### src/sv/evf_pkg.sv
// ----------------------------------------------------------------------------
// evf_pkg: shared types and constants for the event FIFO
// Sizes, command and register codes, and the structs that pass between the
// configuration, ring storage and admission modules.
// ----------------------------------------------------------------------------
package evf_pkg;

  localparam int DEPTH      = 16;
  localparam int IDX_W      = $clog2(DEPTH);
  localparam int CNT_W      = $clog2(DEPTH + 1);
  localparam int TICKET_W   = 32;
  localparam int PAYLOAD_W  = 32;
  localparam int CODE_W     = 8;
  localparam int SIZE_W     = 7;
  localparam int REM_W      = 6;
  localparam int OVF_W      = 32;
  localparam int CFG_IDX_W  = 2;
  localparam int CFG_DATA_W = 32;

  localparam logic [REM_W-1:0] REM_MAX = '1;

  // Command codes
  localparam logic CMD_PUSH = 1'b0;
  localparam logic CMD_POP  = 1'b1;

  // Register indexes
  localparam logic [CFG_IDX_W-1:0] REG_FAILED_TYPE    = 2'd0;
  localparam logic [CFG_IDX_W-1:0] REG_QUEUE_FULL     = 2'd1;
  localparam logic [CFG_IDX_W-1:0] REG_INVALID_TICKET = 2'd2;

  typedef struct packed {
    logic [TICKET_W-1:0]  ticket;
    logic [CODE_W-1:0]    etype;
    logic [CODE_W-1:0]    failure;
    logic [PAYLOAD_W-1:0] payload;
  } event_t;

  typedef struct packed {
    logic              command;
    logic              first;
    logic [SIZE_W-1:0] size;
    event_t            ev;
  } request_t;

  typedef struct packed {
    logic                ok;
    event_t              ev;
    logic [CNT_W-1:0]    fill;
    logic [CNT_W-1:0]    free;
    logic                fault_pending;
    logic [OVF_W-1:0]    overflows;
    logic [TICKET_W-1:0] last_bad;
  } result_t;

  typedef struct packed {
    logic [CODE_W-1:0]   failed_type;
    logic [CODE_W-1:0]   queue_full;
    logic                invalid_load;
    logic [TICKET_W-1:0] invalid_ticket;
  } cfg_t;

  typedef struct packed {
    logic   push;
    logic   pop;
    event_t wr_ev;
  } ring_ctrl_t;

endpackage

### src/sv/evf_cfg.sv
// ----------------------------------------------------------------------------
// evf_cfg: configuration registers
// Holds the fault record codes and flags a write of the invalid ticket.
// ----------------------------------------------------------------------------
module evf_cfg import evf_pkg::*; (
  input  logic                  clk,
  input  logic                  rst,
  input  logic                  cfg_write,
  input  logic [CFG_IDX_W-1:0]  cfg_index,
  input  logic [CFG_DATA_W-1:0] cfg_data,
  output cfg_t                  cfg
);

  logic [CODE_W-1:0] failed_type;
  logic [CODE_W-1:0] queue_full;

  always_ff @(posedge clk) begin
    if (rst) begin
      failed_type <= '0;
      queue_full  <= '0;
    end else if (cfg_write) begin
      unique case (cfg_index)
        REG_FAILED_TYPE: failed_type <= cfg_data[CODE_W-1:0];
        REG_QUEUE_FULL:  queue_full  <= cfg_data[CODE_W-1:0];
        default: ;
      endcase
    end
  end

  assign cfg.failed_type    = failed_type;
  assign cfg.queue_full     = queue_full;
  assign cfg.invalid_load   = cfg_write && (cfg_index == REG_INVALID_TICKET);
  assign cfg.invalid_ticket = cfg_data[TICKET_W-1:0];

endmodule

### src/sv/evf_ring.sv
// ----------------------------------------------------------------------------
// evf_ring: circular event storage
// Slot array with head pointer and fill count; one push or one pop a cycle.
// ----------------------------------------------------------------------------
module evf_ring import evf_pkg::*; (
  input  logic             clk,
  input  logic             rst,
  input  ring_ctrl_t       ctrl,
  output event_t           head_ev,
  output logic [CNT_W-1:0] count
);

  event_t           slots [DEPTH];
  logic [IDX_W-1:0] head;
  logic [IDX_W:0]   tail_sum;
  logic [IDX_W-1:0] tail;

  // Tail wraps past the end of the array
  always_comb begin
    tail_sum = (IDX_W + 1)'(head) + (IDX_W + 1)'(count);
    if (tail_sum >= (IDX_W + 1)'(DEPTH)) begin
      tail_sum = tail_sum - (IDX_W + 1)'(DEPTH);
    end
    tail = tail_sum[IDX_W-1:0];
  end

  always_ff @(posedge clk) begin
    if (ctrl.push) begin
      slots[tail] <= ctrl.wr_ev;
    end
  end

  always_ff @(posedge clk) begin
    if (rst) begin
      head  <= '0;
      count <= '0;
    end else if (ctrl.push) begin
      count <= count + CNT_W'(1);
    end else if (ctrl.pop) begin
      head  <= (head == IDX_W'(DEPTH - 1)) ? '0 : head + IDX_W'(1);
      count <= count - CNT_W'(1);
    end
  end

  assign head_ev = slots[head];

endmodule

### src/sv/evf_admit.sv
// ----------------------------------------------------------------------------
// evf_admit: batch admission and fault bookkeeping
// Judges each command against the ring state, keeps the fault record,
// overflow count and batch progress, and forms the result word.
// ----------------------------------------------------------------------------
module evf_admit import evf_pkg::*; (
  input  logic             clk,
  input  logic             rst,
  input  logic             req_valid,
  input  request_t         req,
  input  cfg_t             cfg,
  input  event_t           head_ev,
  input  logic [CNT_W-1:0] count,
  output ring_ctrl_t       ring_ctrl,
  output result_t          res
);

  logic                fault_flag, fault_flag_next;
  event_t              fault_ev, fault_ev_next;
  logic [OVF_W-1:0]    overflows, overflows_next;
  logic [TICKET_W-1:0] last_bad, last_bad_next;
  logic [REM_W-1:0]    remaining, remaining_next;
  logic                dropping, dropping_next;

  logic [CNT_W-1:0]    free_now;
  logic [SIZE_W-1:0]   size_m1;
  logic [REM_W-1:0]    rest;
  logic [CNT_W-1:0]    count_after;
  logic                ok;
  event_t              out_ev;

  assign free_now = CNT_W'(DEPTH) - count;
  assign size_m1  = req.size - SIZE_W'(1);
  assign rest     = (size_m1 > SIZE_W'(REM_MAX)) ? REM_MAX : size_m1[REM_W-1:0];

  always_comb begin
    fault_flag_next = fault_flag;
    fault_ev_next   = fault_ev;
    overflows_next  = overflows;
    last_bad_next   = last_bad;
    remaining_next  = remaining;
    dropping_next   = dropping;
    ring_ctrl.push  = 1'b0;
    ring_ctrl.pop   = 1'b0;
    ring_ctrl.wr_ev = req.ev;
    ok              = 1'b0;
    out_ev          = '0;
    if (req_valid) begin
      if (req.command == CMD_PUSH) begin
        if (req.first) begin
          priority if (req.size == '0) begin
            ok             = 1'b1;
            remaining_next = '0;
            dropping_next  = 1'b0;
          end else if (fault_flag && (req.ev.ticket == fault_ev.ticket)) begin
            overflows_next = overflows + OVF_W'(1);
            last_bad_next  = req.ev.ticket;
            remaining_next = rest;
            dropping_next  = 1'b1;
          end else if (req.size > SIZE_W'(free_now)) begin
            overflows_next = overflows + OVF_W'(1);
            last_bad_next  = req.ev.ticket;
            remaining_next = rest;
            dropping_next  = 1'b1;
            if (!fault_flag) begin
              fault_flag_next       = 1'b1;
              fault_ev_next.ticket  = req.ev.ticket;
              fault_ev_next.etype   = cfg.failed_type;
              fault_ev_next.failure = cfg.queue_full;
              fault_ev_next.payload = req.ev.payload;
            end
          end else begin
            ring_ctrl.push = 1'b1;
            ok             = 1'b1;
            remaining_next = rest;
            dropping_next  = 1'b0;
          end
        end else if (remaining != '0) begin
          remaining_next = remaining - REM_W'(1);
          if (!dropping && (count < CNT_W'(DEPTH))) begin
            ring_ctrl.push = 1'b1;
            ok             = 1'b1;
          end
        end
      end else begin
        if (count != '0) begin
          ring_ctrl.pop = 1'b1;
          ok            = 1'b1;
          out_ev        = head_ev;
        end else if (fault_flag) begin
          ok              = 1'b1;
          out_ev          = fault_ev;
          fault_flag_next = 1'b0;
          fault_ev_next   = '0;
        end
      end
    end
  end

  assign count_after = count + CNT_W'(ring_ctrl.push) - CNT_W'(ring_ctrl.pop);

  always_ff @(posedge clk) begin
    if (rst) begin
      fault_flag <= 1'b0;
      fault_ev   <= '0;
      overflows  <= '0;
      last_bad   <= '0;
      remaining  <= '0;
      dropping   <= 1'b0;
    end else begin
      fault_flag <= fault_flag_next;
      fault_ev   <= fault_ev_next;
      overflows  <= overflows_next;
      remaining  <= remaining_next;
      dropping   <= dropping_next;
      // A new invalid ticket stands in for the reset value until the first overflow
      if (cfg.invalid_load && (overflows == '0)) begin
        last_bad <= cfg.invalid_ticket;
      end else begin
        last_bad <= last_bad_next;
      end
    end
  end

  assign res.ok            = ok;
  assign res.ev            = out_ev;
  assign res.fill          = count_after;
  assign res.free          = CNT_W'(DEPTH) - count_after;
  assign res.fault_pending = fault_flag_next;
  assign res.overflows     = overflows_next;
  assign res.last_bad      = last_bad_next;

endmodule

### src/sv/event_fifo_batch_admit_overflow.sv
// ----------------------------------------------------------------------------
// event_fifo_batch_admit_overflow: event FIFO with batch admission
// Sixteen-entry event queue that admits push batches all or nothing and keeps
// an overflow fault record that is popped once the queue runs empty.
// ----------------------------------------------------------------------------
// Usage:
//   Command channel: drive command, batch_first, batch_size and the event
//   fields, and raise start. A word is taken at each rising edge where start
//   is high and busy is low; busy never rises, so a word may be sent in
//   every cycle.
//   Result channel: done pulses for one cycle with one result word per
//   command: ok, the popped event (zero unless a pop delivered one), fill
//   and free counts, fault status, overflow count and last rejected ticket.
//   Timing: the word is registered at the accepting edge and judged against
//   the queue in the next cycle; done and the result appear in the cycle
//   after that, from the result register. Throughput is one word per cycle,
//   set by the single read and write of the slot array per cycle.
//   The receiver cannot hold results off, so no result is ever stalled.
//   Configuration: cfg_write with cfg_index and cfg_data writes one register
//   at an edge: fault type code, fault failure code, invalid ticket. Write
//   only while no command is in flight.
//   Reset (rst, synchronous): empties the queue, clears the fault record,
//   overflow count and batch progress, and sets last ticket to zero.
// ----------------------------------------------------------------------------
module event_fifo_batch_admit_overflow import evf_pkg::*; (
  input  logic                  clk,
  input  logic                  rst,
  // command channel
  input  logic                  start,
  output logic                  busy,
  input  logic                  command,
  input  logic                  batch_first,
  input  logic [SIZE_W-1:0]     batch_size,
  input  logic [TICKET_W-1:0]   ticket,
  input  logic [CODE_W-1:0]     event_type,
  input  logic [CODE_W-1:0]     failure_code,
  input  logic [PAYLOAD_W-1:0]  payload,
  // configuration port
  input  logic                  cfg_write,
  input  logic [CFG_IDX_W-1:0]  cfg_index,
  input  logic [CFG_DATA_W-1:0] cfg_data,
  // result channel
  output logic                  done,
  output logic                  ok,
  output logic [TICKET_W-1:0]   out_ticket,
  output logic [CODE_W-1:0]     out_type,
  output logic [CODE_W-1:0]     out_failure,
  output logic [PAYLOAD_W-1:0]  out_payload,
  output logic [CNT_W-1:0]      fill_count,
  output logic [CNT_W-1:0]      free_slots,
  output logic                  fault_pending,
  output logic [OVF_W-1:0]      overflows_seen,
  output logic [TICKET_W-1:0]   last_bad_ticket
);

  cfg_t       cfg;
  logic       req_valid;
  request_t   req;
  ring_ctrl_t ring_ctrl;
  event_t     head_ev;
  logic [CNT_W-1:0] count;
  result_t    res_next;
  result_t    res;

  // Every word is taken in the cycle it arrives
  assign busy = 1'b0;

  // Input register: hold the command word while the admission logic judges it
  always_ff @(posedge clk) begin
    if (rst) begin
      req_valid <= 1'b0;
    end else begin
      req_valid <= start && !busy;
    end
  end

  always_ff @(posedge clk) begin
    if (start && !busy) begin
      req.command    <= command;
      req.first      <= batch_first;
      req.size       <= batch_size;
      req.ev.ticket  <= ticket;
      req.ev.etype   <= event_type;
      req.ev.failure <= failure_code;
      req.ev.payload <= payload;
    end
  end

  evf_cfg u_cfg (
    .clk       (clk),
    .rst       (rst),
    .cfg_write (cfg_write),
    .cfg_index (cfg_index),
    .cfg_data  (cfg_data),
    .cfg       (cfg)
  );

  evf_ring u_ring (
    .clk     (clk),
    .rst     (rst),
    .ctrl    (ring_ctrl),
    .head_ev (head_ev),
    .count   (count)
  );

  evf_admit u_admit (
    .clk       (clk),
    .rst       (rst),
    .req_valid (req_valid),
    .req       (req),
    .cfg       (cfg),
    .head_ev   (head_ev),
    .count     (count),
    .ring_ctrl (ring_ctrl),
    .res       (res_next)
  );

  // Result register: advance one word per judged command, strobe with done
  always_ff @(posedge clk) begin
    if (rst) begin
      done <= 1'b0;
    end else begin
      done <= req_valid;
    end
  end

  always_ff @(posedge clk) begin
    if (req_valid) begin
      res <= res_next;
    end
  end

  assign ok              = res.ok;
  assign out_ticket      = res.ev.ticket;
  assign out_type        = res.ev.etype;
  assign out_failure     = res.ev.failure;
  assign out_payload     = res.ev.payload;
  assign fill_count      = res.fill;
  assign free_slots      = res.free;
  assign fault_pending   = res.fault_pending;
  assign overflows_seen  = res.overflows;
  assign last_bad_ticket = res.last_bad;

endmodule

### config.mk
export PLATFORM = sky130hd
export DESIGN_NAME = event_fifo_batch_admit_overflow
export DESIGN_NICKNAME = d
export VERILOG_FILES = /design/src/sv/evf_pkg.sv /design/src/sv/evf_cfg.sv /design/src/sv/evf_ring.sv /design/src/sv/evf_admit.sv /design/src/sv/event_fifo_batch_admit_overflow.sv
export SDC_FILE = /design/constraint.sdc
export NUM_CORES = 2
export LEC_CHECK = 0
export BUFFER_PORTS_ARGS = -buffer_cell sky130_fd_sc_hd__buf_2
export CELL_PAD_IN_SITES_DETAIL_PLACEMENT = 0
export CELL_PAD_IN_SITES_GLOBAL_PLACEMENT = 2
export CORE_MARGIN = 3
export CORE_UTILIZATION = 47
export DETAILED_ROUTE_END_ITERATION = 7
export PLACE_DENSITY = 0.84
export SLEW_MARGIN = 10
export SYNTH_ARGS = -nofsm -noshare
export SYNTH_HDL_FRONTEND = slang
export SYNTH_HIERARCHICAL = 1
export SYNTH_SLANG_ARGS = --single-unit
### constraint.sdc
create_clock -name clk -period 12.6 [get_ports clk]
set_clock_uncertainty 0.05 [all_clocks]
set_input_delay 2.52 -clock clk [delete_from_list [all_inputs] [get_ports clk]]
set_output_delay 2.52 -clock clk [all_outputs]
set_load 0.03 [all_outputs]
# Yosys cells after proc, flatten, opt, wreduce, memory -nomap -nowiden
# Memories as Yosys holds them, arrays and structs flattened. A register that Yosys moved wholly into a read port is not among the register bits.
# Cells that the tools add are included.
# W data, S select, Z words.
# word_totals
input_bits,127
ramBits,1280
n_memories,1
word_cells,140
regBits,424
# classes
n_bitwise,2
eq_ne,9
mux,60
reduce_logical,20
magnitude_cmp,4
n_addsub,12
# memory_table
name,words,word_bits,read_ports,rd_ports_with_merged_regs,write_ports,line,source
u_ring.slots,16,80,1,1,1,evf_ring.sv:13,event_t slots [DEPTH];
# op_table
cell,n
$mux W80,10
$mux W32,13
$add A32 B1 Y32 const B,1
$eq A32 B32 Y1,1
$logic_not A32 Y1,1
$mux W1,26
$mux W6,4
$mux W4,4
$mux W5,2
$sub A5 B5 Y5 const A,2
$ne A2 B2 Y1 const B,4
$reduce_and A8 Y1,1
$reduce_bool A2 Y1,4
$gt A7 B5 Y1,1
$gt A7 B6 Y1 const B,1
$logic_not A7 Y1,1
$sub A7 B1 Y7 const B,1
$reduce_and A2 Y1,3
$reduce_and A3 Y1,2
$reduce_bool A6 Y1,1
$sub A6 B1 Y6 const B,1
$add A4 B5 Y5,1
$add A5 B1 Y5,1
$add A5 B1 Y5 const B,1
16 further kinds,20

# Longest topological paths before layout
# logic_depth
ltp_word,12
ltp_mapped,18
depth_no_buf,18

# Cells and area by module
# Netlist, hierarchy kept.
# by_module_without_submodules
module,instances,area_per_inst_um2,cells_each,seq_area_each_um2
evf_ring,1,48526.5,2049,38697.1
evf_admit,1,10266.1,1256,3042.9
event_fifo_batch_admit_overflow,1,7420.9,251,7397.1
evf_cfg,1,938.4,97,320.3

# Worst setup path before layout
# OpenSTA, ideal clock, no wires.
# synth_path
kind,reg-to-reg
startpoint,register req_valid
endpoint,memory u_ring/slots[0][0] (netlist bit) (enable)
path_stages_with_launch,7
path_slack_ps,3399
arrival_ps,8632
setup_ps,519
t_required_ps,12031
path_cell_list,dfxtp_1 > nor2b_1 > o31ai_1 > nor2_1 > inv_2 > or3_1 > nor2_1
# synth_lines
element,line,source
"start, declared",event_fifo_batch_admit_overflow.sv:57,logic req_valid;
"start signal, assigned",event_fifo_batch_admit_overflow.sv:73,req_valid <= start && !busy;
"end, declared",evf_ring.sv:13,

==> impl_metrics.toml <==
[floorplan]
io_pins = 285
core_um2 = 142000
die_h_um = 384
rows = 138
initial_core_util = 0.474
fp.dieW_um = 384
dieArea_um2 = 147000

[hold_path]
hp-start = "u_admit/fault_ev[31]$_SDFFE_PP0P_"
min_to = "u_admit/fault_ev[31]$_SDFFE_PP0P_"
min_path_cells = 2
hold_class = "reg -> reg"

[pwr]
leakagePower_nw = 24.4
ir_drop_v = 0.000112
power.density_nw_per_um2 = 161

[clock_network]
cts_hold_buf = 0
clock_sinks = 1708
clock_path_buffers = 3
cts-resized-gates = 0
clk_pin_slew_ns = 0.06
insertion_delay_ns = 0.81
cts.htree.levels = 4
cts_root_buf = "clkbuf_16"
cts_tree = "done"
cts_buffers = 174
cts_setup_buffers = 0

[place]
io_buffers = 283
gp_congestion = 0.779
dpl_worst_slack_ns = 6.08
hpwl_mm = 91.1

[critical_path]
critical_path_required_ns = 12.95
path_cells = "inv_1, ha_1, and2_1, ha_1, ha_1, a2111oi_1, nand3b_1, nand2_1, a31oi_1, nor2_1, inv_2, or3_1, nor2_4, buf_4"
r2r_slack_ns = 6.07
r2r-start = "u_ring/count[1]$_SDFFE_PP0P_"
crit_path_frequent_cell = "ha_1"
critPathMaxFanout = 61
critPathMaxStageDelay_ns = 1.01
crit_slowest_cell = "buf_4"
path_class = "reg -> reg"
rr_worst_depth = 14
timing.critical_path.arrival_ns = 6.89
start_kind = "flop"
r2r-end = "u_ring/slots[4][29]$_DFFE_PP_"
cp-startpoint = "u_ring/count[1]$_SDFFE_PP0P_"
end_kind = "flop"

[finish]
drive_gt1_frac = 0.254
nFillCells = 11056
final_core_util = 0.532
synthToLayoutAreaGrowth_pct = 12.3
nets = 3994

[global_route]
first_global_vias = 35026
grt_max_degree = 141
track_usage = 0.219
grt_antenna_before_repair = 9
grt_pass1_wl_mm = 237
gr-total-overflow = 0

[synthesis]
synth_area_leaders = "edfxtp_1 68%, mux4_2 11%, dfxtp_1 5.5%"
seq_area_frac_synth = 0.737
synth_edf_count = 1525
synth_cell_type_count = 70
synth_top_area_share = 0.682
yosysWarnings = 6
async_flop_share = 0
synth_area_per_cell_um2 = 18.4
synth-seq-cells = 1708
synth_cells = 3653
synth_area_um2 = 67200
synth_top_flop_cell = "edfxtp_1"
synth_nets = 3812
synth_top_area_cell = "edfxtp_1"

[sta]
setup_tns_ns = 0
fin_crit_sh = 0.519
hold_viol = 0
slew_violations = 0
worst_pin_slew_ns = 1.20
fin_ws_ns = 6.07
max_slew_margin = 0.198
setup_violations = 0
max_freq_ghz = 0.153
min_period_ns = 6.53
rsz0062_at_grt = "no"

[routing]
first_pass_iters = 5
wl_mm = 162
vias_per_cell = 5.96
first_iter_violations = 3701
drtAntennaViolNets = 0
vias = 34993
post_drt_wl_per_cell_um = 27.5
post-route-drc-count = 0

[flow_run]
maxCapViolCount = 0

[status]
outcome = "finished clean"
## cell families (layout without fill, tap and decap cells)
logic type                 Yosys count  after routing  share of synthesized area
adders and majority gates           33             33                    0.00645
other                                1              4                  0.0000558
AOI/OAI and AO/OA                  553            553                     0.0559
buffers and inverters              374            703                     0.0317
DFF                               1708           1708                      0.737
xor gates and xnor gates            80             80                     0.0104
muxes                              372            372                      0.116
and+or+nand+nor                    532            532                     0.0433
## synthesized netlist by cell type (10+ instances only)
| cell type | instances |
|---|---|
| a21oi_2 | 16 |
| buf_1 | 37 |
| buf_6 | 25 |
| nand3_1 | 56 |
| a22oi_1 | 161 |
| nor2_1 | 111 |
| mux2_1 | 11 |
| nor3_1 | 10 |
| nand2b_1 | 26 |
| nor2b_1 | 42 |
| inv_1 | 24 |
| mux4_2 | 320 |
| nand2_1 | 139 |
| o21ai_0 | 102 |
| o21ai_1 | 23 |
| mux2_2 | 20 |
| mux2i_1 | 21 |
| ha_1 | 29 |
| a21oi_1 | 111 |
| clkbuf_1 | 115 |
| a22o_1 | 81 |
| nand4_1 | 18 |
| a311oi_1 | 33 |
| xnor2_1 | 42 |
| nand4b_1 | 80 |
| buf_4 | 128 |
| buf_2 | 38 |
| edfxtp_1 | 1525 |
| dfxtp_1 | 183 |
| xor2_1 | 38 |
## worst max path at each step
stage                                    end  slack (ns)  depth (start not counted)
2_1_floorplan   u_ring/slots[0][0]$_DFFE_PP_        3.40                          6
3_3_place_gp   u_ring/slots[4][39]$_DFFE_PP_        6.17                         14
3_5_place_dp   u_ring/slots[0][43]$_DFFE_PP_        6.08                         14
4_1_cts        u_ring/slots[0][66]$_DFFE_PP_        6.07                         14
5_1_grt        u_ring/slots[4][64]$_DFFE_PP_        5.67                         14
6_report       u_ring/slots[4][29]$_DFFE_PP_        6.07                         14
## cells in the final DEF (no fill, tap or decap), types with 26 or more instances in the layout
cell       synthesis  routed
a21oi_1          111     111
a22o_1            81      81
a22oi_1          161     161
a311oi_1          33      33
buf_2             38     281
buf_4            128      70
clkbuf_1         115      43
clkbuf_16          0     175
clkinv_2           0      33
dfxtp_1          183     180
edfxtp_1        1525    1525
ha_1              29      29
mux4_2           320     320
nand2_1          139     139
nand2b_1          26      26
nand3_1           56      56
nand4b_1          80      80
nor2_1           111      93
nor2b_1           42      39
o21ai_0          102     102
xnor2_1           42      42
xor2_1            38      38
## power breakdown
| part | switching (mW) | total, mW | internal (mW) | leakage [nW] |
|---|---|---|---|---|
| combinational | 0.392 | 0.611 | 0.219 | 6.29 |
| clock | 2.17 | 5.08 | 2.91 | 2.76 |
| sequential | 0.130 | 6.43 | 6.30 | 15.3 |
## worst max-delay path, delay by kind of cell (launching register included)
family / cells / cell delay [ns]
adder cells (fa/ha/maj): 3 / 0.82
AO/OA/AOI/OAI: 2 / 0.67
flip-flops: 1 / 0.52
buffers and inverters: 3 / 1.39
AND/OR/NAND/NOR: 6 / 2.63
## registers in the layout, summed over array words and instances, names as in the netlist, 4 cells and up, named ones only
signal and flops:
last_bad_ticket 32, free_slots 5, u_ring/slots 1280, u_cfg/failed_type 8, out_payload 32, out_failure 8, u_ring/head 4, req 89
u_cfg/queue_full 8, overflows_seen 32, u_ring/count 5, fill_count 5, u_admit/last_bad 32, out_type 8, u_admit/remaining 6, u_admit/fault_ev 80
u_admit/overflows 32, out_ticket 32
## through the flow
| stage | power [mW] | hold slack, ns | instances | cell area (um^2) |
|---|---|---|---|---|
| global placement | 7.15 | 0.406 | 5549 | 69700 |
| floorplan | 6.94 | 0.399 | 3653 | 67200 |
| finish | 12.1 | 0.421 | 5875 | 75400 |
| detailed placement | 7.16 | 0.414 | 5549 | 69700 |
| global route | 12.5 | 0.441 | 5872 | 75400 |
| CTS | 12.2 | 0.422 | 5872 | 75400 |
## layout make-up
class	instances	area (um^2)	share of cell area
repair buffers	355	2010	0.0266
clock buffers	228	4680	0.0621
inverters	25	95.1	0.00126
multi-input cells	1571	15800	0.209
clock inverters	95	1000	0.0133
well taps	1890	2360	0.0314
flip-flops and latches	1708	49500	0.656
diodes	3	7.51	0.0000996
## per-layer routing
metal  share of wire  vias up  GRT usage
met4           0.021        0     0.0607
met3           0.076      204     0.0443
met2            0.48     1489      0.348
li1                -    14964          -
met5               0        -          0
met1            0.42    18336      0.309
Power figures use the tool's default switching activity.
